### config.mk
export PLATFORM = sky130hd
export DESIGN_NAME = wraparound_interval_timer_unit
export DESIGN_NICKNAME = d
export VERILOG_FILES = /design/src/rtl/core/wit_pkg.sv /design/src/rtl/core/wit_ctrl.sv /design/src/rtl/core/wit_datapath.sv /design/src/rtl/core/wraparound_interval_timer_unit.sv
export VERILOG_INCLUDE_DIRS = /design/src /design/src/rtl/core
export SDC_FILE = /design/constraint.sdc
export NUM_CORES = 1
export LEC_CHECK = 0
export BUFFER_PORTS_ARGS = -buffer_cell sky130_fd_sc_hd__buf_2
export CORE_MARGIN = 1
export CORE_UTILIZATION = 60
export CTS_CLUSTER_DIAMETER = 150
export DETAILED_ROUTE_END_ITERATION = 7
export MAX_ROUTING_LAYER = met4
export PLACE_DENSITY = 0.81
export SYNTH_ARGS = -nofsm -noshare
export SYNTH_HDL_FRONTEND = slang
export SYNTH_SLANG_ARGS = --single-unit
### constraint.sdc
create_clock -name aclk -period 8.5 [get_ports aclk]
set_input_delay 0.425 -clock aclk [delete_from_list [all_inputs] [get_ports aclk]]
set_output_delay 0.425 -clock aclk [all_outputs]
set_load 0.1 [all_outputs]
### src/rtl/core/wraparound_interval_timer_unit_assert.svh
// assertion macros for the wraparound interval timer
// used by wit_ctrl and wit_datapath, no other dependencies
`ifndef WRAPAROUND_INTERVAL_TIMER_UNIT_ASSERT_SVH
`define WRAPAROUND_INTERVAL_TIMER_UNIT_ASSERT_SVH

`ifndef SYNTH
// property holds at every clock edge outside reset
`define WIT_ASSERT(lbl, clk, rstn, prop) \
    lbl: assert property (@(posedge clk) disable iff (!rstn) (prop)) \
        else $error("assertion failed");
// consequent holds in the cycle after the antecedent
`define WIT_ASSERT_NEXT(lbl, clk, rstn, ante, cons) \
    lbl: assert property (@(posedge clk) disable iff (!rstn) (ante) |=> (cons)) \
        else $error("assertion failed");
`else
`define WIT_ASSERT(lbl, clk, rstn, prop)
`define WIT_ASSERT_NEXT(lbl, clk, rstn, ante, cons)
`endif

`endif

### src/rtl/core/wit_pkg.sv
// shared types for the wraparound interval timer
// command and status groups between wit_ctrl and wit_datapath
`timescale 1ns / 1ps
`default_nettype none

package wit_pkg;

    // controller to datapath
    typedef struct packed {
        logic load_item;
        logic step;
        logic save_loop;
        logic save_prog;
        logic out_load;
    } wit_cmd_t;

    // datapath to controller
    typedef struct packed {
        logic out_free;
    } wit_status_t;

endpackage

`default_nettype wire

### src/rtl/core/wit_ctrl.sv
// sequencing controller for the wraparound interval timer
// depends on wit_pkg and wraparound_interval_timer_unit_assert.svh
`timescale 1ns / 1ps
`default_nettype none

module wit_ctrl #(
    parameter int COUNT_WIDTH   = 32,
    parameter int FRACTION_BITS = 16
) (
    input  wire logic                 aclk,
    input  wire logic                 aresetn,
    input  wire logic                 s_valid,
    output logic                      s_ready,
    input  wire wit_pkg::wit_status_t status,
    output wit_pkg::wit_cmd_t         cmd
);
    import wit_pkg::*;

`include "wraparound_interval_timer_unit_assert.svh"

    localparam int QW   = (COUNT_WIDTH > FRACTION_BITS) ? COUNT_WIDTH : FRACTION_BITS;
    localparam int CNTW = $clog2(QW);

    typedef enum logic [6:0] {
        ST_IDLE   = 7'b0000001,
        ST_LOOP   = 7'b0000010,
        ST_SAVE   = 7'b0000100,
        ST_PROG   = 7'b0001000,
        ST_LDLF   = 7'b0010000,
        ST_LFRAC  = 7'b0100000,
        ST_FINISH = 7'b1000000
    } wit_state_t;

    wit_state_t       state_reg, state_next;
    logic [CNTW-1:0]  cnt_reg, cnt_next;

    assign s_ready = (state_reg == ST_IDLE);

    always_comb begin
        state_next = state_reg;
        cnt_next   = cnt_reg;
        cmd        = '0;
        case (state_reg)
            ST_IDLE: begin
                if (s_valid) begin
                    cmd.load_item = 1'b1;
                    cnt_next      = CNTW'(COUNT_WIDTH - 1);
                    state_next    = ST_LOOP;
                end
            end
            ST_LOOP: begin
                cmd.step = 1'b1;
                if (cnt_reg == '0) begin
                    state_next = ST_SAVE;
                end else begin
                    cnt_next = cnt_reg - 1'b1;
                end
            end
            ST_SAVE: begin
                cmd.save_loop = 1'b1;
                cnt_next      = CNTW'(FRACTION_BITS - 1);
                state_next    = ST_PROG;
            end
            ST_PROG: begin
                cmd.step = 1'b1;
                if (cnt_reg == '0) begin
                    state_next = ST_LDLF;
                end else begin
                    cnt_next = cnt_reg - 1'b1;
                end
            end
            ST_LDLF: begin
                cmd.save_prog = 1'b1;
                cnt_next      = CNTW'(FRACTION_BITS - 1);
                state_next    = ST_LFRAC;
            end
            ST_LFRAC: begin
                cmd.step = 1'b1;
                if (cnt_reg == '0) begin
                    state_next = ST_FINISH;
                end else begin
                    cnt_next = cnt_reg - 1'b1;
                end
            end
            ST_FINISH: begin
                // hold the result until the output register frees up
                if (status.out_free) begin
                    cmd.out_load = 1'b1;
                    state_next   = ST_IDLE;
                end
            end
            default: begin
                state_next = ST_IDLE;
            end
        endcase
    end

    always_ff @(posedge aclk) begin
        if (!aresetn) begin
            state_reg <= ST_IDLE;
            cnt_reg   <= '0;
        end else begin
            state_reg <= state_next;
            cnt_reg   <= cnt_next;
        end
    end

    `WIT_ASSERT(a_load_in_idle, aclk, aresetn, !cmd.load_item || state_reg == ST_IDLE)
    `WIT_ASSERT_NEXT(a_loop_to_save, aclk, aresetn,
        state_reg == ST_LOOP && cnt_reg == '0, state_reg == ST_SAVE)
    `WIT_ASSERT(a_load_when_free, aclk, aresetn, !cmd.out_load || status.out_free)

endmodule

`default_nettype wire

### src/rtl/core/wit_datapath.sv
// datapath of the wraparound interval timer: start mark, timeout register,
// shared restoring divider and output register; depends on wit_pkg
`timescale 1ns / 1ps
`default_nettype none

module wit_datapath #(
    parameter int COUNT_WIDTH   = 32,
    parameter int FRACTION_BITS = 16
) (
    input  wire logic                       aclk,
    input  wire logic                       aresetn,
    input  wire logic                       cfg_valid,
    input  wire logic [COUNT_WIDTH-1:0]     cfg_timeout_period,
    input  wire logic [COUNT_WIDTH-1:0]     s_now_count,
    input  wire logic                       s_restart,
    input  wire wit_pkg::wit_cmd_t          cmd,
    output wit_pkg::wit_status_t            status,
    output logic                            m_valid,
    input  wire logic                       m_ready,
    output logic [COUNT_WIDTH-1:0]          m_elapsed_ticks,
    output logic [COUNT_WIDTH-1:0]          m_remaining_ticks,
    output logic                            m_timed_out,
    output logic [FRACTION_BITS:0]          m_progress_fraction,
    output logic [COUNT_WIDTH-1:0]          m_loop_count,
    output logic [FRACTION_BITS-1:0]        m_loop_fraction,
    output logic                            m_divide_error
);
    import wit_pkg::*;

`include "wraparound_interval_timer_unit_assert.svh"

    localparam int QW = (COUNT_WIDTH > FRACTION_BITS) ? COUNT_WIDTH : FRACTION_BITS;

    logic [COUNT_WIDTH-1:0]   timeout_reg;
    logic [COUNT_WIDTH-1:0]   start_reg, start_next;
    logic [COUNT_WIDTH-1:0]   elapsed_reg, elapsed_next;
    logic [COUNT_WIDTH-1:0]   remaining_reg;
    logic                     tout_reg, derr_reg;
    logic [COUNT_WIDTH-1:0]   rem_reg, rem_next;
    logic [COUNT_WIDTH-1:0]   div_reg;
    logic [QW-1:0]            quo_reg;
    logic [COUNT_WIDTH-1:0]   loop_q_reg, loop_r_reg;
    logic [FRACTION_BITS-1:0] prog_q_reg;
    logic                     m_valid_reg;
    logic [COUNT_WIDTH-1:0]   m_elapsed_ticks_reg, m_remaining_ticks_reg, m_loop_count_reg;
    logic                     m_timed_out_reg, m_divide_error_reg;
    logic [FRACTION_BITS:0]   m_progress_fraction_reg;
    logic [FRACTION_BITS-1:0] m_loop_fraction_reg;

    logic [COUNT_WIDTH:0]     rem_shift, rem_diff;
    logic                     ge;
    logic [COUNT_WIDTH-1:0]   lcount;

    assign start_next   = s_restart ? s_now_count : start_reg;
    assign elapsed_next = s_now_count - start_next;

    // one restoring step: shift in the next dividend bit, subtract if it fits
    assign rem_shift = {rem_reg, div_reg[COUNT_WIDTH-1]};
    assign rem_diff  = rem_shift - {1'b0, timeout_reg};
    assign ge        = (rem_shift >= {1'b0, timeout_reg});
    assign rem_next  = ge ? rem_diff[COUNT_WIDTH-1:0] : rem_shift[COUNT_WIDTH-1:0];

    // an exact multiple of the period counts one loop less
    assign lcount = ((loop_r_reg == '0) && (elapsed_reg != '0)) ?
                    (loop_q_reg - 1'b1) : loop_q_reg;

    assign status.out_free = !m_valid_reg || m_ready;

    always_ff @(posedge aclk) begin
        if (!aresetn) begin
            timeout_reg <= '1;
            start_reg   <= '0;
            tout_reg    <= 1'b0;
            derr_reg    <= 1'b0;
            m_valid_reg <= 1'b0;
        end else begin
            if (cfg_valid) begin
                timeout_reg <= cfg_timeout_period;
            end
            if (cmd.load_item) begin
                start_reg <= start_next;
                tout_reg  <= (elapsed_next >= timeout_reg);
                derr_reg  <= (timeout_reg == '0);
            end
            if (cmd.out_load) begin
                m_valid_reg <= 1'b1;
            end else if (m_ready) begin
                m_valid_reg <= 1'b0;
            end
        end
    end

    always_ff @(posedge aclk) begin
        if (cmd.load_item) begin
            elapsed_reg   <= elapsed_next;
            remaining_reg <= (elapsed_next > timeout_reg) ? '0 : (timeout_reg - elapsed_next);
            rem_reg       <= '0;
            div_reg       <= elapsed_next;
            quo_reg       <= '0;
        end else if (cmd.save_loop) begin
            loop_q_reg <= quo_reg[COUNT_WIDTH-1:0];
            loop_r_reg <= rem_reg;
            rem_reg    <= elapsed_reg;
            div_reg    <= '0;
            quo_reg    <= '0;
        end else if (cmd.save_prog) begin
            prog_q_reg <= quo_reg[FRACTION_BITS-1:0];
            rem_reg    <= loop_r_reg;
            div_reg    <= '0;
            quo_reg    <= '0;
        end else if (cmd.step) begin
            rem_reg <= rem_next;
            div_reg <= {div_reg[COUNT_WIDTH-2:0], 1'b0};
            quo_reg <= {quo_reg[QW-2:0], ge};
        end

        if (cmd.out_load) begin
            m_elapsed_ticks_reg     <= elapsed_reg;
            m_remaining_ticks_reg   <= remaining_reg;
            m_timed_out_reg         <= tout_reg;
            m_progress_fraction_reg <= tout_reg ? {1'b1, {FRACTION_BITS{1'b0}}}
                                                : {1'b0, prog_q_reg};
            m_loop_count_reg        <= derr_reg ? '0 : lcount;
            m_loop_fraction_reg     <= derr_reg ? '0 : quo_reg[FRACTION_BITS-1:0];
            m_divide_error_reg      <= derr_reg;
        end
    end

    assign m_valid             = m_valid_reg;
    assign m_elapsed_ticks     = m_elapsed_ticks_reg;
    assign m_remaining_ticks   = m_remaining_ticks_reg;
    assign m_timed_out         = m_timed_out_reg;
    assign m_progress_fraction = m_progress_fraction_reg;
    assign m_loop_count        = m_loop_count_reg;
    assign m_loop_fraction     = m_loop_fraction_reg;
    assign m_divide_error      = m_divide_error_reg;

    `WIT_ASSERT(a_derr_implies_tout, aclk, aresetn, !derr_reg || tout_reg)
    `WIT_ASSERT_NEXT(a_load_sets_valid, aclk, aresetn, cmd.out_load, m_valid_reg)
    `WIT_ASSERT(a_derr_zero_loops, aclk, aresetn,
        !(m_valid_reg && m_divide_error_reg) || (m_timed_out_reg && m_loop_count_reg == '0))

endmodule

`default_nettype wire

### src/rtl/core/wraparound_interval_timer_unit.sv
// top level of the wraparound interval timer: wit_ctrl plus wit_datapath
// depends on wit_pkg
//
//   channel  | handshake            | payload
//   ---------+----------------------+---------------------------------------
//   cfg      | cfg_valid/cfg_ready  | cfg_timeout_period
//   s_ input | s_valid/s_ready      | s_now_count, s_restart
//   m_ result| m_valid/m_ready      | elapsed, remaining, timed_out, fractions,
//            |                      | loop_count, divide_error
//
// each transaction passes through the single shared restoring divider:
// one long division for the loop count, then two fraction divisions,
// one quotient bit per cycle.
// a new input is taken while a result waits in the output register; the
// controller stalls only in its last state until that register is free.
// reset is synchronous, active low; the timeout resets to all ones, start mark to 0.
`timescale 1ns / 1ps
`default_nettype none

module wraparound_interval_timer_unit #(
    parameter int COUNT_WIDTH   = 32,
    parameter int FRACTION_BITS = 16
) (
    input  wire logic                       aclk,
    input  wire logic                       aresetn,
    input  wire logic                       cfg_valid,
    output logic                            cfg_ready,
    input  wire logic [COUNT_WIDTH-1:0]     cfg_timeout_period,
    input  wire logic                       s_valid,
    output logic                            s_ready,
    input  wire logic [COUNT_WIDTH-1:0]     s_now_count,
    input  wire logic                       s_restart,
    output logic                            m_valid,
    input  wire logic                       m_ready,
    output logic [COUNT_WIDTH-1:0]          m_elapsed_ticks,
    output logic [COUNT_WIDTH-1:0]          m_remaining_ticks,
    output logic                            m_timed_out,
    output logic [FRACTION_BITS:0]          m_progress_fraction,
    output logic [COUNT_WIDTH-1:0]          m_loop_count,
    output logic [FRACTION_BITS-1:0]        m_loop_fraction,
    output logic                            m_divide_error
);
    import wit_pkg::*;

    wit_cmd_t    cmd;
    wit_status_t status;

    assign cfg_ready = 1'b1;

    wit_ctrl #(
        .COUNT_WIDTH   (COUNT_WIDTH),
        .FRACTION_BITS (FRACTION_BITS)
    ) u_ctrl (
        .aclk    (aclk),
        .aresetn (aresetn),
        .s_valid (s_valid),
        .s_ready (s_ready),
        .status  (status),
        .cmd     (cmd)
    );

    wit_datapath #(
        .COUNT_WIDTH   (COUNT_WIDTH),
        .FRACTION_BITS (FRACTION_BITS)
    ) u_datapath (
        .aclk                (aclk),
        .aresetn             (aresetn),
        .cfg_valid           (cfg_valid),
        .cfg_timeout_period  (cfg_timeout_period),
        .s_now_count         (s_now_count),
        .s_restart           (s_restart),
        .cmd                 (cmd),
        .status              (status),
        .m_valid             (m_valid),
        .m_ready             (m_ready),
        .m_elapsed_ticks     (m_elapsed_ticks),
        .m_remaining_ticks   (m_remaining_ticks),
        .m_timed_out         (m_timed_out),
        .m_progress_fraction (m_progress_fraction),
        .m_loop_count        (m_loop_count),
        .m_loop_fraction     (m_loop_fraction),
        .m_divide_error      (m_divide_error)
    );

endmodule

`default_nettype wire
Yosys cells after proc, flatten, opt, wreduce, memory -nomap -nowiden
Index checks and enable logic that the tools add are counted.
{ "word_totals": {"register_bits": 450, "in_bits": 70, "out_inout_bits": 134, "elab_cells": 93} }
{ "op_classes": {"add_sub_neg": 5, "magnitude_cmp": 3, "n_eq_ne": 13, "muxes": 29, "n_bitwise": 2, "n_reduce_logical": 18} }
{ "ops": {"columns": ["op", "count"], "rows": [
  ["32-bit 2-to-1 mux", 10],
  ["32-bit subtractor", 3],
  ["32-bit logical NOT", 2],
  ["7-bit one-hot mux with 7 select lines", 1],
  ["7-bit 2-to-1 mux", 5],
  ["33-bit by 32-bit greater-or-equal comparator with 1-bit output", 1],
  ["32-bit greater-or-equal comparator", 1],
  ["32-bit greater-than comparator", 1],
  ["32-bit nonzero test", 1],
  ["32-bit by 1-bit subtractor with 32-bit output, second input constant", 1],
  ["17-bit 2-to-1 mux", 1],
  ["5-bit one-hot mux with 3 select lines", 1],
  ["5-bit 2-to-1 mux", 2],
  ["1-bit 2-to-1 mux", 9],
  ["7-bit by 1-bit equality test with 1-bit output, second input constant", 1],
  ["7-bit by 2-bit equality test with 1-bit output, second input constant", 1],
  ["7-bit by 3-bit equality test with 1-bit output, second input constant", 1],
  ["7-bit by 4-bit equality test with 1-bit output, second input constant", 1],
  ["7-bit by 5-bit equality test with 1-bit output, second input constant", 1],
  ["7-bit by 6-bit equality test with 1-bit output, second input constant", 1],
  ["7-bit equality test, second input constant", 1],
  ["2-bit by 1-bit inequality test with 1-bit output, second input constant", 3],
  ["2-bit inequality test, second input constant", 3],
  ["3-bit AND reduction", 2],
  ["other kinds (13)", 16]
]} }

Longest topological paths before layout
Gate-level depths: netlist (run 1).
{ "depth": {"word_depth": 7, "ltp_mapped": 28, "ltp_nobuf": 25} }

Hierarchy
A second synthesis (run 1) with hierarchy kept.
{ "unflattened": {"hier_cells": 2030, "area_unflattened_um2": 22140.0} }
{ "by_module_without_submodules": {"columns": ["mod", "n_inst", "cells_per_inst", "area_per_inst_um2", "seq_area_each_um2"], "rows": [
  ["wit_datapath", 1, 1939, 21380.5, 11811.3],
  ["wit_ctrl", 1, 89, 748.2, 240.2],
  ["wraparound_interval_timer_unit", 1, 2, 11.3, 0.0]
]} }

Worst setup path after synthesis (run 1)
Ideal clock, no wire load.
{ "synth_path": {"path_kind": "register to register", "startpoint": "register u_ctrl.state_reg[1]", "endpoint": "register u_datapath.m_divide_error_reg, in the netlist u_datapath.m_divide_error (enable)", "setup_time_ns": 0.637, "arrival_time_ns": 6.742, "required_time_ns": 7.863, "path_slack_ns": 1.121, "path_stages_with_launch": 5, "path_buffers": 0, "synth_period_minus_slack_ns": 7.379, "cell_sequence": "dfxtp_1 > nor4_1 > nor2b_1 > and3b_1 > nor2b_1"} }
{ "synth_rtl": {"columns": ["item", "line", "rtl"], "rows": [
  ["start, declared", "wit_ctrl.sv:34", "wit_state_t state_reg, state_next;"],
  ["start signal, assigned", "wit_ctrl.sv:103", "state_reg <= state_next;"],
  ["end signal, assigned", "wit_datapath.sv:125", "m_divide_error_reg <= derr_reg;"],
  ["end, declared", "wit_datapath.sv:46", "logic m_timed_out_reg, m_divide_error_reg;"]
]} }

Worst setup path in the final report (run 1)
{ "layout_path": {"startpoint": "input s_restart", "endpoint": "register u_datapath.remaining_reg[8], data pin"} }
{ "layout_between": {"elab_chain_cells": 3, "word_cells_on_any_way": 4, "classes_between": "2 x add/sub; 1 x order compare; 1 x mux"} }
{ "layout_rtl": {"columns": ["item", "line", "rtl"], "rows": [
  ["start, declared", "wraparound_interval_timer_unit.sv:32", "input wire logic s_restart,"],
  ["32-bit 2-to-1 mux *", "wit_datapath.sv:54", "assign start_next = s_restart ? s_now_count : start_reg;"],
  ["32-bit subtractor *", "wit_datapath.sv:55", "assign elapsed_next = s_now_count - start_next;"],
  ["32-bit subtractor or 32-bit greater-than comparator (tied branches)", "wit_datapath.sv:96", "remaining_reg <= (elapsed_next > timeout_reg) ? '0 : (timeout_reg - elapsed_next);"],
  ["end signal, assigned", "wit_datapath.sv:96", null],
  ["end, declared", "wit_datapath.sv:37", "logic [COUNT_WIDTH-1:0] remaining_reg;"]
]} }
Every way passes the cells marked *; elsewhere a longest branch is shown, timed or not.
A chain may end at the register's enable or synchronous reset.

==> out/qor.txt, run 1 <==
Detail Placement HPWL: 41.1 mm
Setup Buffers After CTS: 0
Routed WL per cell: 21.3 um
Total Neg Setup Slack: 0 ns
Async SR Flop Fraction: 0%
First-pass GRT wire length: 87.2 mm
Most frequent cells in the layout: edfxtp_1 (306), buf_2 (202), nand2_1 (183)
LEAKAGE: 0.00961 uW
Die height: 192 um
Final wirelength: 57.4 mm
Vias in the first global route: 15700
Pwr dens: 285 nW/um^2
Relative slew slack: 19.1%
Post-Synthesis Cell Area: 21600 sq um
Crit share post-route: 78.6%
CTS tree: built
Hold Crit Class: input pin to flop
Minimum hold slack: 0.0956 ns
DP Area: 23000 sq um
Sequential fraction of the synthesis area: 55.7%
Area taken by multi-input logic gates: 8880 sq um
Outcome: finished clean
Worst-Skew Late Latency: 0.59 ns
Top-level I/O count: 204
Root Buffer Master: clkbuf_16
Die W: 192 um
Mapped Avg Cell Area: 10.7 sq um
Critical path endpoint category: flop
CTS clk-pin slew, worst paths: 0.06 ns
Initial core utilization: 61.0%
Hold Buf Count CTS: 0
GR Util All Layers: 32.1%
Post-route cell area: 24600 sq um
Warnings from Yosys: 0
Cell variety after synth: 86
Filler cell count in the final layout: 2590
Via count: 16700
H-Tree Depth: 2
Worst VDD drop: 0.231 mV
Via/cell ratio: 6.18
Clock sink count: 449
Final setup fails: 0
Placer Congestion: 0.958
Fmax: 150 MHz
CP max FO: 32
Slew Viols, Final: 0
Rows: 69
Total power: 7020 uW
Congestion Overflow GR: 0
Storage cell area: 12100 sq um
Synth Net Count: 2176
Post-synth EDFFs: 306
Port buffer count: 202
Crit Path Class: input pin to flop
Largest net degree at the start of global routing: 79
Synth-to-layout area growth: 13.8%
Clk buf depth: 3
Cts bufs inserted: 46
Most common cell after layout, fill and taps aside: edfxtp_1
#FFs+latches synth: 449
Crit start category: input pin
RSZ-0062 raised after global routing: false
Mapped Cells: 2014
Top FF cell, synth: edfxtp_1
Fin nets: 2357
Worst Path Required: 8.79 ns
Core area: 35500 sq um
DRC: 0
Antenna violations before repair: 0
Die area: 36800 sq um
Final hold vios: 0
Worst EP arrival: 6.96 ns
DR pass1 iterations: 5
Fin Clk Skew: 0.0260 ns
Worst Tran Pin Value: 1.21 ns
Starting DRC count in detailed routing: 1681
Share of layout cells above drive strength 1: 14.7%
Detail Route Antenna Nets: 0
# diodes: 0
Post-cts sizing count: 0
Max-cap violations: 0
Minimum clock period after layout: 6.68 ns
[metal layers]
metal | track usage [%] | vias to the layer above | wire length, um
li1 | - | 7775 | -
met4 | 14.6 | 0 | 2620
met1 | 40.2 | 7946 | 23200
met3 | 4.13 | 148 | 3970
met5 | - | - | 0
met2 | 52.0 | 782 | 27700
[synth_stat cells, types with 4 or more instances]
cell / n / area, sq um
o21bai_1: 9 / 67.6
and3_1: 8 / 50.1
edfxtp_1: 306 / 9190
o211ai_1: 39 / 293
nor2_1: 181 / 679
dfxtp_1: 143 / 2860
a21o_1: 36 / 270
nor3b_1: 4 / 30.0
inv_1: 95 / 357
nor4_1: 43 / 269
a311o_1: 6 / 60.1
a221oi_1: 4 / 35.0
ha_1: 89 / 1110
a22oi_1: 5 / 37.5
nand3_1: 48 / 240
nand2b_1: 20 / 125
o22ai_1: 29 / 181
buf_2: 7 / 35.0
nand2_1: 185 / 694
or4_1: 4 / 30.0
nor2b_1: 48 / 300
o21a_1: 14 / 105
buf_1: 6 / 22.5
nand3b_1: 4 / 30.0
or2_2: 6 / 37.5
a311oi_1: 4 / 35.0
nand4_1: 17 / 106
o31ai_1: 12 / 90.1
a211o_1: 4 / 35.0
a21oi_1: 143 / 716
a211oi_1: 41 / 308
clkbuf_1: 66 / 248
or3_1: 15 / 93.8
o21ai_0: 105 / 526
xnor2_1: 56 / 490
a21boi_0: 4 / 30.0
nor3_1: 35 / 175
xor2_1: 42 / 368
a31oi_1: 10 / 62.6
mux2i_1: 51 / 510
[layout make-up]
| cell class | instances | area share [%] |
|---|---|---|
| flip-flops and latches | 449 | 49.0 |
| well taps | 461 | 2.34 |
| multi-input cells | 1382 | 36.1 |
| clock buffers | 59 | 5.16 |
| inverters | 99 | 1.52 |
| repair buffers | 217 | 4.57 |
| clock inverters | 26 | 1.36 |
[where the power goes]
part	total (uW)	leakage, uW	switching [uW]	internal (uW)
sequential	2890	0.00397	178	2710
clock	2130	0.000788	878	1250
combinational	2000	0.00485	1370	636
total	7020	0.00961	2420	4600
[worst max-delay path: stages]
cell and delay (ns):
buf_2 0.39, mux2i_1 0.42, ha_1 0.29, nor2b_1 0.14
o31a_1 0.28, o21a_1 0.19, o21a_1 0.20, o21ai_0 0.18
nand2b_1 0.12, a21o_1 0.19, a21oi_1 0.17, xor2_1 0.25
ha_1 0.33, and3_1 0.22, and3_1 0.23, nand4_1 0.10
nand3_1 0.14, o31ai_1 0.22, a21oi_1 0.15, o311ai_4 0.26
a311oi_1 0.16, o32a_1 0.46, a221oi_4 0.38, o21ai_2 0.12
a21oi_4 0.75, nor2_1 0.14
[metrics by stage]
stage          std cells  setup slack [ns]  utilization, %
4_1_cts             2693              1.91            69.4
3_3_place_gp        2608              1.44            64.8
3_5_place_dp        2608              1.33            64.8
2_1_floorplan       2014              1.12               -
5_1_grt             2693              1.38            69.4
6_report            2693              1.82            69.4
[path summary, 6_finish.rpt]
path                                      end  cells after the start  slack, ns                    startpoint
max               u_datapath.remaining_reg[8]                     26       1.82                     s_restart
min                u_datapath.timeout_reg[21]                      3        0.1        cfg_timeout_period[21]
min reg2reg  u_datapath.m_remaining_ticks[25]                      0       0.41  u_datapath.remaining_reg[25]
max reg2reg       u_datapath.remaining_reg[8]                     25       1.89       u_datapath.start_reg[1]
[cell families (layout without fill, tap and decap cells)]
logic type               Yosys count  count (layout)  share of synthesized area (%)
adder cells (fa/ha/maj)           95              95                           5.57
flip-flops                       449             449                           55.7
multiplexers                      54              54                           2.52
AND/OR/NAND/NOR                  631             631                           13.8
other                              1               1                         0.0173
XOR/XNOR                          99              99                           4.07
AO/OA/AOI/OAI                    502             502                           15.0
buffers and inverters            183             401                           3.36
Note: power is estimated with default switching activity, not from simulation.
==> run 2, diff against run 1 <==
CORE_UTILIZATION = 54   (was 60)
PLACE_DENSITY = 0.77   (was 0.81)
clock period = 5.4 ns   (was 8.5 ns; I/O delays follow)
==> run 2 against run 1 <==
Effect of this change: the run now ends with setup timing left; wire length increased by 5.9%; non-clock buffer count increased by 236; via count increased by 5.8%; cell area increased by 10%; register-to-register slack got worse by 2.1 ns; first-iteration DRC count decreased by 12%; die area increased by 11%; sequential power increased by 58%; combinational power increased by 120%.
==> out/qor.txt, run 2 (same netlist as run 1, synthesis figures left out) <==
Comb pwr share: 36.2% (was 28.5%)
Port buffer count: 202 (unchanged)
RR Endpoint: u_datapath.remaining_reg[27] (was u_datapath.remaining_reg[8])
Final wirelength: 60.8 mm (was 57.4 mm)
Reg2reg setup slack: -0.26 ns (was 1.89 ns)
Via count: 17600 (was 16700)
Most common cell after layout, fill and taps aside: edfxtp_1 (unchanged)
Cell count after placement: 2822 (was 2608)
Synth-to-layout area growth: 25.2% (was 13.8%)
H-Tree Depth: 2 (unchanged)
Final WS setup: -0.256 ns (was 1.82 ns)
Root Buffer Master: clkbuf_16 (unchanged)
Core area: 39100 sq um (was 35500 sq um)
Detail Placement HPWL: 42.4 mm (was 41.1 mm)
# diodes: 0 (unchanged)
Fin cells: 2987 (was 2693)
CTS clk-pin slew, worst paths: 0.06 ns (about the same)
Starting DRC count in detailed routing: 1475 (was 1681)
Share of layout cells above drive strength 1: 24.3% (was 14.7%)
HP Start: m_ready (was cfg_timeout_period[21])
Minimum clock period after layout: 5.66 ns
Outcome: finished, violations left (was finished clean)
CP max FO: 4 (was 32)
GR Util All Layers: 30.1% (was 32.1%)
CTS tree: built (unchanged)
Detail Route Antenna Nets: 0 (unchanged)
Worst-Skew Late Latency: 0.60 ns (was 0.59 ns)
Die W: 202 um (was 192 um)
Top-level I/O count: 204 (unchanged)
R2R cell count: 26 (was 25)
Vias in the first global route: 16900 (was 15700)
Hold Crit Class: input pin to flop (unchanged)
Slew Viols, Final: 0 (unchanged)
Placer Congestion: 0.948 (was 0.958)
Congestion Overflow GR: 0 (unchanged)
Relative slew slack: 23.6% (was 19.1%)
Rows: 72 (was 69)
DR pass1 iterations: 5 (unchanged)
Internal Pwr Total: 7970 uW (was 4600 uW)
LEAKAGE: 0.0108 uW (was 0.00961 uW)
Via/cell ratio: 5.90 (was 6.18)
Clk buf depth: 3 (unchanged)
Switching power: 4190 uW (was 2420 uW)
Max-cap violations: 0 (unchanged)
Clock power frac: 26.3% (was 30.4%)
Pwr dens: 449 nW/um^2 (was 285 nW/um^2)
Crit start category: flop (was input pin)
Fin Clk Skew: 0.0205 ns (was 0.0260 ns)
Die area: 40900 sq um (was 36800 sq um)
Largest net degree at the start of global routing: 125 (was 79)
Critical path endpoint category: flop (unchanged)
Antenna violations before repair: 0 (unchanged)
DRC: 0 (unchanged)
Reg2Reg Launch Point: u_datapath.start_reg[1] (unchanged)
Crit share post-route: 105%
Total Neg Setup Slack: -4.26 ns (was 0 ns)
Filler cell count in the final layout: 2867 (was 2590)
Initial core utilization: 55.3% (was 61.0%)
Switch share: 34.5% (about the same)
RSZ-0062 raised after global routing: true (was false)
Dpl ws: -0.678 ns (was 1.33 ns)
Cts bufs inserted: 46 (unchanged)
Clock sink count: 449 (unchanged)
Fin nets: 2593 (was 2357)
Fmax: 177 MHz
Crit Path Class: flop to flop (was input pin to flop)
Hold path depth: 4 (was 3)
Die height: 202 um (was 192 um)
Sequential fraction of design power: 37.5% (was 41.1%)
Hold Path End: u_datapath.m_valid (was u_datapath.timeout_reg[21])
Most frequent cells in the layout: edfxtp_1 (306), buf_2 (202), buf_4 (202) (was edfxtp_1 (306), buf_2 (202), nand2_1 (183))
Final setup fails: 33 (was 0)
Final hold vios: 0 (unchanged)
First-pass GRT wire length: 92.2 mm (was 87.2 mm)
Worst Path Required: 5.73 ns (was 8.79 ns)
Worst VDD drop: 0.240 mV (was 0.231 mV)
Worst Tran Pin Value: 1.15 ns (was 1.21 ns)
Routed WL per cell: 20.4 um (was 21.3 um)
Minimum hold slack: 0.0725 ns (was 0.0956 ns)
Failing checks: setup timing
Worst EP arrival: 5.99 ns (was 6.96 ns)
## run 2: power groups by stage
stage	clock network [uW]	registers, uW	logic (uW)
floorplan	0	4750	2090
global placement	0	4610	3530
detailed placement	0	4610	3590
CTS	3230	4550	4070
global route	3360	4580	4720
finish	3190	4560	4400
## run 2: worst max path at each step
stage	startpoint	end	slack, ns
after floorplan	s_restart	u_datapath.remaining_reg[27]	-0.34
after global placement	s_restart	u_datapath.tout_reg	-0.54
after detailed placement	s_restart	u_datapath.tout_reg	-0.68
after CTS	u_datapath.start_reg[1]	u_datapath.remaining_reg[27]	-0.16
after global routing	u_datapath.start_reg[2]	u_datapath.remaining_reg[27]	-0.44
final	u_datapath.start_reg[1]	u_datapath.remaining_reg[27]	-0.26
## run 2: final cells by class
type | instances | area (sq um) | share of cell area [%]
repair buffers | 453 | 3110 | 11.5
flip-flops and latches | 449 | 12100 | 44.5
well taps | 518 | 648 | 2.39
inverters | 99 | 374 | 1.38
clock inverters | 19 | 231 | 0.855
multi-input cells | 1382 | 9390 | 34.7
clock buffers | 67 | 1270 | 4.69
## run 2: what timing repair did
action                                  CTS  global route
endpoints found under the setup margin   33            33
gates cloned                              3             0
endpoints found under the hold margin    33             0
gates resized for setup                  55            53
hold buffers                             33             0
pin swaps                                42            31
setup buffers                            38             9
## run 2: per-layer routing
metal	global-route usage [%]	wire length [um]	vias up
li1	-	-	8244
met3	3.68	3920	129
met1	37.4	24800	8497
met2	50.4	30200	753
met5	-	0	-
met4	11.1	1870	0
## run 2: per-stage QoR
stage	utilization, %	total power (uW)	area [sq um]
final	69.3	12200	27100
after detailed placement	62.3	8200	24400
after CTS	68.5	11800	26800
after floorplan	-	6840	21700
after global routing	69.3	12700	27100
after global placement	62.3	8140	24400
## run 2: critical path: stages, from the launching register on
cell and delay [ns]:
dfxtp_2 0.33, mux2i_4 0.18, ha_4 0.23, nor2b_4 0.12
o31a_1 0.25, o21a_1 0.19, o21a_1 0.20, o21ai_1 0.13
nand2b_1 0.09, a21o_1 0.17, a21oi_2 0.18, xor2_2 0.23
ha_4 0.25, buf_6 0.12, a21oi_4 0.11, nand2_2 0.09
a31oi_4 0.21, a31oi_4 0.12, o31ai_4 0.27, a21oi_2 0.08
o21a_2 0.26, o41ai_2 0.31, a32oi_2 0.12, maj3_2 0.37
a221o_1 0.39, and4b_1 0.19, o31a_1 0.23
